==> config.mk <==
export PLATFORM = sky130hd
export DESIGN_NAME = radix_converter
export DESIGN_NICKNAME = d
export VERILOG_FILES = /design/src/rtl/core/rc_pkg.sv /design/src/rtl/core/radix_converter.sv
export SDC_FILE = /design/constraint.sdc
export NUM_CORES = 1
export LEC_CHECK = 0
export BUFFER_PORTS_ARGS = -buffer_cell sky130_fd_sc_hd__buf_2
export CORE_AREA = 5 5 185 187
export DETAILED_ROUTE_END_ITERATION = 7
export DIE_AREA = 0 0 190 192
export MAX_ROUTING_LAYER = met4
export PLACE_DENSITY = 0.87
export SETUP_SLACK_MARGIN = 0.1
export SYNTH_ARGS = -nofsm -noshare
export SYNTH_HDL_FRONTEND = slang
export SYNTH_SLANG_ARGS = --single-unit
==> constraint.sdc <==
create_clock -name clk -period 4 [get_ports clk]
set_clock_uncertainty 0.15 [all_clocks]
set_input_delay 0.4 -clock clk [delete_from_list [all_inputs] [get_ports clk]]
set_output_delay 0.4 -clock clk [all_outputs]
set_load 0.03 [all_outputs]
==> src/rtl/core/rc_pkg.sv <==
// rc_pkg: shared types and constants for the radix converter.
// No dependencies.
`timescale 1ns / 1ps
`default_nettype none

package rc_pkg;

    // Controller states
    typedef enum logic [2:0] {
        ST_IDLE,
        ST_MUL,
        ST_ADD,
        ST_DIV,
        ST_LOAD,
        ST_EMIT
    } rc_state_t;

    // Configuration register indexes
    localparam logic REG_SRC_BASE = 1'b0;
    localparam logic REG_DST_BASE = 1'b1;

    localparam int BASE_WIDTH    = 6;
    localparam int CHAR_WIDTH    = 8;
    localparam int DIGIT_WIDTH   = 9;  // signed digit value, -55..200
    localparam int STACK_DEPTH   = 32;
    localparam int STACK_AW      = 5;
    localparam int COUNT_WIDTH   = 6;

    localparam logic [BASE_WIDTH-1:0] BASE_RESET = 6'd10;
    localparam logic [BASE_WIDTH-1:0] BASE_MIN   = 6'd2;
    localparam logic [BASE_WIDTH-1:0] BASE_MAX   = 6'd36;

    localparam logic [CHAR_WIDTH-1:0] LOWER_TO_UPPER = 8'd32;
    localparam logic [CHAR_WIDTH-1:0] LETTER_OFFSET  = 8'd10;
    localparam logic [CHAR_WIDTH-1:0] DIGIT_LIMIT    = 8'd10;
    localparam logic [CHAR_WIDTH-1:0] CHAR_ZERO      = 8'h30;
    localparam logic [CHAR_WIDTH-1:0] CHAR_NINE      = 8'h39;
    localparam logic [CHAR_WIDTH-1:0] CHAR_UPPER_A   = 8'h41;
    localparam logic [CHAR_WIDTH-1:0] CHAR_LOWER_A   = 8'h61;
    localparam logic [CHAR_WIDTH-1:0] CHAR_LOWER_Z   = 8'h7A;

    // Character to signed digit value (no range check against the base)
    function automatic logic [DIGIT_WIDTH-1:0] char_to_digit(input logic [CHAR_WIDTH-1:0] ch);
        logic [CHAR_WIDTH-1:0] up;
        up = ch;
        if (ch >= CHAR_LOWER_A && ch <= CHAR_LOWER_Z)
            up = ch - LOWER_TO_UPPER;
        if (up >= CHAR_ZERO && up <= CHAR_NINE)
            char_to_digit = {1'b0, up - CHAR_ZERO};
        else
            char_to_digit = {1'b0, up} - {1'b0, CHAR_UPPER_A} + {1'b0, LETTER_OFFSET};
    endfunction

    // Digit value 0..35 to ASCII
    function automatic logic [6:0] digit_to_ascii(input logic [BASE_WIDTH-1:0] d);
        logic [CHAR_WIDTH-1:0] wide;
        if ({2'b00, d} >= DIGIT_LIMIT)
            wide = {2'b00, d} - DIGIT_LIMIT + CHAR_UPPER_A;
        else
            wide = {2'b00, d} + CHAR_ZERO;
        digit_to_ascii = wide[6:0];
    endfunction

endpackage

`default_nettype wire

==> src/rtl/core/radix_converter.sv <==
// radix_converter: ASCII numeral base conversion, bit-serial multiply and divide.
// Depends on rc_pkg.
`timescale 1ns / 1ps
`default_nettype none
// Each character word goes through accept, 6 shift-add steps over the bits
// of src_base and one digit add. On the last character, each output digit
// comes from restoring division of the value (one quotient bit per cycle),
// and the digits are read back from the digit stack via a load and an emit
// state per word. New characters are accepted only in idle. Reset (rst_n,
// async) clears the control state and accumulator and sets both bases to 10.

module radix_converter #(
    parameter int VALUE_WIDTH = 32
) (
    input  wire logic       clk,
    input  wire logic       rst_n,
    input  wire logic       s_tvalid,
    output logic            s_tready,
    input  wire logic [7:0] s_tdata,   // [7:0] in_char
    input  wire logic       s_tlast,   // in_last
    output logic            m_tvalid,
    input  wire logic       m_tready,
    output logic [7:0]      m_tdata,   // [6:0] out_char, [7] zero fill
    output logic            m_tlast,   // out_last
    input  wire logic       cfg_we,
    input  wire logic       cfg_index,
    input  wire logic [5:0] cfg_data
);
    import rc_pkg::*;

    localparam int BW = $clog2(VALUE_WIDTH);

    rc_state_t state_reg, state_next;

    logic [BASE_WIDTH-1:0]  src_base_reg, dst_base_reg;
    logic [VALUE_WIDTH-1:0] acc_reg, acc_next;
    logic [VALUE_WIDTH-1:0] prod_reg, prod_next;
    logic [VALUE_WIDTH-1:0] dv_reg, dv_next;
    logic [DIGIT_WIDTH-1:0] digit_reg, digit_next;
    logic                   last_reg, last_next;
    logic [BASE_WIDTH-1:0]  src_sh_reg, src_sh_next;
    logic [2:0]             mul_cnt_reg, mul_cnt_next;
    logic [BW-1:0]          bit_cnt_reg, bit_cnt_next;
    logic [BASE_WIDTH-1:0]  rem_reg, rem_next;
    logic [COUNT_WIDTH-1:0] dig_cnt_reg, dig_cnt_next;
    logic [STACK_AW-1:0]    rd_idx_reg, rd_idx_next;
    logic [BASE_WIDTH-1:0]  rd_data_reg;
    logic                   m_valid_reg, m_valid_next;
    logic [6:0]             m_char_reg, m_char_next;
    logic                   m_last_reg, m_last_next;

    logic [BASE_WIDTH-1:0]  stack_mem [STACK_DEPTH];

    logic                   in_acc;
    logic                   out_free;
    logic [BASE_WIDTH-1:0]  base_eff;
    logic [BASE_WIDTH:0]    trial;
    logic                   q_bit;
    logic [BASE_WIDTH-1:0]  rem_step;
    logic [VALUE_WIDTH-1:0] dv_step;
    logic                   div_word_done;
    logic                   div_more;
    logic                   stack_we;

    assign in_acc   = s_tvalid && s_tready;
    assign out_free = !m_valid_reg || m_tready;

    // Clamp destination base to 2..36
    always_comb
    begin
        if (dst_base_reg < BASE_MIN)
            base_eff = BASE_MIN;
        else if (dst_base_reg > BASE_MAX)
            base_eff = BASE_MAX;
        else
            base_eff = dst_base_reg;
    end

    // One restoring division step
    always_comb
    begin
        trial = {rem_reg, dv_reg[VALUE_WIDTH-1]};
        q_bit = (trial >= {1'b0, base_eff});
        if (q_bit)
            rem_step = BASE_WIDTH'(trial - {1'b0, base_eff});
        else
            rem_step = trial[BASE_WIDTH-1:0];
        dv_step = {dv_reg[VALUE_WIDTH-2:0], q_bit};
    end

    assign div_word_done = (bit_cnt_reg == '0);
    assign div_more      = (dv_step != '0) &&
                           ((dig_cnt_reg + COUNT_WIDTH'(1)) < COUNT_WIDTH'(STACK_DEPTH));
    assign stack_we      = (state_reg == ST_DIV) && div_word_done;

    // Next state
    always_comb
    begin
        state_next = state_reg;
        unique case (state_reg)
            ST_IDLE: if (in_acc) state_next = ST_MUL;
            ST_MUL:  if (mul_cnt_reg == '0) state_next = ST_ADD;
            ST_ADD:  state_next = last_reg ? ST_DIV : ST_IDLE;
            ST_DIV:  if (div_word_done && !div_more) state_next = ST_LOAD;
            ST_LOAD: state_next = ST_EMIT;
            ST_EMIT:
                if (out_free)
                    state_next = (rd_idx_reg == '0) ? ST_IDLE : ST_LOAD;
            default: state_next = ST_IDLE;
        endcase
    end

    // Outputs and datapath next values
    always_comb
    begin
        acc_next     = acc_reg;
        prod_next    = prod_reg;
        dv_next      = dv_reg;
        digit_next   = digit_reg;
        last_next    = last_reg;
        src_sh_next  = src_sh_reg;
        mul_cnt_next = mul_cnt_reg;
        bit_cnt_next = bit_cnt_reg;
        rem_next     = rem_reg;
        dig_cnt_next = dig_cnt_reg;
        rd_idx_next  = rd_idx_reg;
        m_char_next  = m_char_reg;
        m_last_next  = m_last_reg;
        m_valid_next = m_valid_reg && !m_tready;
        s_tready     = 1'b0;
        unique case (state_reg)
            ST_IDLE:
            begin
                s_tready     = 1'b1;
                prod_next    = '0;
                src_sh_next  = src_base_reg;
                mul_cnt_next = 3'(BASE_WIDTH - 1);
                digit_next   = char_to_digit(s_tdata);
                last_next    = s_tlast;
            end
            ST_MUL:
            begin
                // MSB-first shift-add: prod = prod*2 + bit*acc
                prod_next    = {prod_reg[VALUE_WIDTH-2:0], 1'b0} +
                               (src_sh_reg[BASE_WIDTH-1] ? acc_reg : '0);
                src_sh_next  = {src_sh_reg[BASE_WIDTH-2:0], 1'b0};
                mul_cnt_next = mul_cnt_reg - 3'd1;
            end
            ST_ADD:
            begin
                acc_next     = prod_reg + VALUE_WIDTH'($signed(digit_reg));
                dv_next      = prod_reg + VALUE_WIDTH'($signed(digit_reg));
                rem_next     = '0;
                bit_cnt_next = BW'(VALUE_WIDTH - 1);
                dig_cnt_next = '0;
                if (last_reg)
                    acc_next = '0;
            end
            ST_DIV:
            begin
                dv_next      = dv_step;
                rem_next     = rem_step;
                bit_cnt_next = bit_cnt_reg - BW'(1);
                if (div_word_done)
                begin
                    rem_next     = '0;
                    bit_cnt_next = BW'(VALUE_WIDTH - 1);
                    dig_cnt_next = dig_cnt_reg + COUNT_WIDTH'(1);
                    rd_idx_next  = dig_cnt_reg[STACK_AW-1:0];
                end
            end
            ST_LOAD:
            begin
            end
            ST_EMIT:
            begin
                if (out_free)
                begin
                    m_valid_next = 1'b1;
                    m_char_next  = digit_to_ascii(rd_data_reg);
                    m_last_next  = (rd_idx_reg == '0);
                    rd_idx_next  = rd_idx_reg - STACK_AW'(1);
                end
            end
            default:
            begin
            end
        endcase
    end

    // Control registers and configuration
    always_ff @(posedge clk or negedge rst_n)
    begin
        if (!rst_n)
        begin
            state_reg    <= ST_IDLE;
            src_base_reg <= BASE_RESET;
            dst_base_reg <= BASE_RESET;
            acc_reg      <= '0;
            m_valid_reg  <= 1'b0;
            mul_cnt_reg  <= '0;
            bit_cnt_reg  <= '0;
            dig_cnt_reg  <= '0;
            rd_idx_reg   <= '0;
        end
        else
        begin
            state_reg   <= state_next;
            acc_reg     <= acc_next;
            m_valid_reg <= m_valid_next;
            mul_cnt_reg <= mul_cnt_next;
            bit_cnt_reg <= bit_cnt_next;
            dig_cnt_reg <= dig_cnt_next;
            rd_idx_reg  <= rd_idx_next;
            if (cfg_we)
            begin
                unique case (cfg_index)
                    REG_SRC_BASE: src_base_reg <= cfg_data;
                    REG_DST_BASE: dst_base_reg <= cfg_data;
                    default:      ;
                endcase
            end
        end
    end

    // Payload registers
    always_ff @(posedge clk)
    begin
        prod_reg   <= prod_next;
        dv_reg     <= dv_next;
        digit_reg  <= digit_next;
        last_reg   <= last_next;
        src_sh_reg <= src_sh_next;
        rem_reg    <= rem_next;
        m_char_reg <= m_char_next;
        m_last_reg <= m_last_next;
    end

    // Digit stack: written at the end of each division, read back in reverse
    always_ff @(posedge clk)
    begin
        if (stack_we)
            stack_mem[dig_cnt_reg[STACK_AW-1:0]] <= rem_step;
        if (state_reg == ST_LOAD)
            rd_data_reg <= stack_mem[rd_idx_reg];
    end

    assign m_tvalid = m_valid_reg;
    assign m_tdata  = {1'b0, m_char_reg};
    assign m_tlast  = m_last_reg;

endmodule

`default_nettype wire
==> impl_metrics.json <==
{
  "cts.sinks": 359,
  "synthAdderAreaFrac_pct": 6.16,
  "hold_viol": 0,
  "multiInputGateArea_um2": 7480,
  "register_area_um2": 10500,
  "finalSetupViolCount": 0,
  "insertion_delay_ns": 0.55,
  "worst_pin_slew_ns": 1.11,
  "cts_buffers": 37,
  "syn_area_um2": 18200,
  "drt_iter0_markers": 1297,
  "path_class": "flip-flop to flip-flop",
  "grt_max_degree": 51,
  "fillerInstances": 2339,
  "synth_cell_types": 77,
  "fmax_mhz": 271,
  "core_um2": 32300,
  "cpMaxStageDelayCell": "mux2_4",
  "fp.dieH_um": 192,
  "largest_reg_flops": 192,
  "cpPeakStageDelay_ns": 0.48,
  "cts_tree": "done",
  "place.gp.congestion": 0.929,
  "end_kind": "flip-flop",
  "hpwlAfterDp_mm": 27.6,
  "fin_setup_tns_ns": 0,
  "synth_edf_count": 292,
  "outcome": "finished clean",
  "yosysSeqAreaShare_pct": 57.3,
  "synth_top_family_by_area": "simple AND/OR/NAND/NOR gates",
  "cts.htree.levels": 2,
  "synth_compound_area_share_pct": 12.0,
  "dp.cells": 1949,
  "totalWireLength_mm": 40.6,
  "start_util_pct": 56.5,
  "first_pass_iters": 5,
  "synthArstFlopShare_pct": 18.7,
  "yosys_warnings": 0,
  "synth_flop_cell": "edfxtp_1",
  "syn_area_per_cell_um2": 12.1,
  "power_density_nw_per_um2": 856,
  "cts.clk_slew.worst_paths_ns": 0.06,
  "hp-class": "input pin to flip-flop",
  "rows": 66,
  "period_share_pct": 92.4,
  "synth_mux_area_share_pct": 7.16,
  "max-cap-violations": 0,
  "synth-seq-cells": 359,
  "critPathMaxFanout": 33,
  "crit_top_cell": "o21ai_0",
  "fin_nets": 1661,
  "ir_worst_vdd_mv": 0.653,
  "required_ns": 4.16,
  "track_usage_pct": 23.0,
  "io_buffers": 30,
  "die_w_um": 190,
  "ios": 32,
  "grt_pass1_wl_mm": 65.5,
  "drive_gt1_share_pct": 11.6,
  "wl_per_cell_um": 20.1,
  "ant_nets": 0,
  "syn2layout_area_growth_pct": 11.0,
  "clockBufferDepth": 3,
  "total_power_mw": 17.3,
  "n_antenna_cell": 0,
  "die_area_um2": 36500,
  "path_cells": "nor3_1 -> a21o_1 -> inv_1 -> ha_1 -> nor2b_1 -> o21ai_0 -> a21boi_0 -> o21a_1 -> o21ai_0 -> and2_2 -> mux2_4 -> and2_1",
  "clockRootBuffer": "clkbuf_16",
  "cp-start-kind": "flip-flop",
  "drc_errors": 0,
  "rsz0062_at_grt": "yes",
  "crit_buf_inv": 1,
  "cpLargestDelayFamily": "compound AO/OA/AOI/OAI gates",
  "synth_xor_area_share_pct": 2.93,
  "antenna_found_initial": 0,
  "synthSimpleGateAreaFrac_pct": 12.3,
  "synth_cells": 1513,
  "cellLeakagePower_nw": 7.73,
  "period_minus_slack_ns": 3.70,
  "grt_pass1_vias": 12400,
  "timing.slew.headroom_pct": 26.3,
  "vias": 12400,
  "avgViaCountPerCell": 6.12,
  "finalNonFillerCells": 2023,
  "arrival_ns": 3.86,
  "finalMaxSlewViolations": 0,
  "synth_fp_nets": 1622,
  "overflow": 0
}
==> kinds of logic (layout without fill, tap and decap cells) <==
kind of cell	count (synthesis)	in the layout
AO/OA/AOI/OAI	322	322
adder cells (fa/ha/maj)	88	88
other	1	1
multiplexers	98	98
buffers and inverters	96	164
flip-flops	359	359
AND/OR/NAND/NOR	488	488
XOR/XNOR	61	61
==> metal layers <==
metal  wire length [µm]  global-route usage (%)  share of wire, %
met3               2700                    4.03               6.7
met2              20100                    38.1                50
met5                  0                       -                 0
met4               1640                    8.43               4.0
met1              16100                    28.8                40
==> metrics by stage <==
step | cell area [µm²] | hold WS, ns | worst slack [ns] | util (%)
2_1_floorplan | 18300 | -0.0456 | 0.285 | -
3_3_place_gp | 19000 | 0.305 | 0.139 | 58.7
3_5_place_dp | 19000 | 0.323 | 0.0372 | 58.7
4_1_cts | 20200 | 0.00153 | 0.139 | 62.6
5_1_grt | 20200 | 0.0132 | 0.0568 | 62.7
6_report | 20200 | 0.0240 | 0.303 | 62.7
==> power breakdown <==
part	switching, mW	total (mW)	internal (mW)
registers	0.676	6.56	5.88
logic	4.55	7.37	2.82
clock network	1.48	3.39	1.91
total	6.70	17.3	10.6
==> synthesized netlist by cell type (all sizes together) (15+ instances only) <==
cell type	count	area share [%]
o21ai	76	2.1
and3	15	0.52
nand3	17	0.47
a22o	22	1.1
xnor2	38	1.8
a21oi	69	1.9
edfxtp	292	48
mux4	24	3.0
nor2	148	3.0
nand2	165	3.4
mux2	20	1.2
a21o	27	1.1
mux2i	54	3.0
and2	44	1.5
dfrtp	63	8.6
ha	85	5.8
xor2	23	1.1
clkbuf	48	0.99
o31ai	19	0.84
inv	38	0.78
nand2b	23	0.79
nor3	26	0.71
o21a	15	0.62
==> what timing repair did <==
action                                  4_1_cts  5_1_grt
hold buffers                                  6        0
endpoints found under the setup margin        1       68
buffers inserted                              0        0
pin swaps                                     0        0
endpoints found under the hold margin        38        0
gates resized for setup                       1        4
==> worst register-to-register path, stage by stage, from the launching register on <==
cell and delay [ns]:
dfrtp_1 0.40, nor3_1 0.34, a21o_1 0.21, inv_1 0.05, ha_1 0.28, nor2b_1 0.13
o21ai_0 0.20, a21boi_0 0.20, o21a_1 0.22, o21ai_0 0.26, and2_2 0.37, mux2_4 0.48
and2_1 0.19
==> cell type report <==
class,count,area share [%]
multi-input combinational,1058,36.9
tap,442,2.73
clock buffer,55,5.16
timing repair buffer,58,2.06
sequential,359,51.6
inverter,38,0.705
clock inverter,13,0.766
==> cells in the final DEF (no fill, tap or decap), types with 25 or more instances in the layout <==
master,instances
nor3_1,25
ha_1,85
dfrtp_1,62
o21ai_0,66
a21oi_1,68
nand2_1,165
a21o_1,26
nor2_1,147
xnor2_1,38
clkbuf_16,38
edfxtp_1,292
buf_2,30
and2_1,43
inv_1,37
mux2i_1,53
==> final timing paths <==
path | start | endpoint | slack, ns | depth (start not counted)
setup / recovery | dst_base_reg[4] | rem_reg[4] | 0.30 | 12
hold / removal | cfg_data[1] | src_base_reg[1] | 0.02 | 2
setup reg to reg | dst_base_reg[4] | rem_reg[4] | 0.30 | 12
hold reg to reg | mul_cnt_reg[0] | mul_cnt_reg[0] | 0.34 | 1
max in group asynchronous | rst_n | src_base_reg[3] | 2.32 | 3
min in group asynchronous | rst_n | dig_cnt_reg[1] | 0.36 | 2
Power figures use the tool's default switching activity.
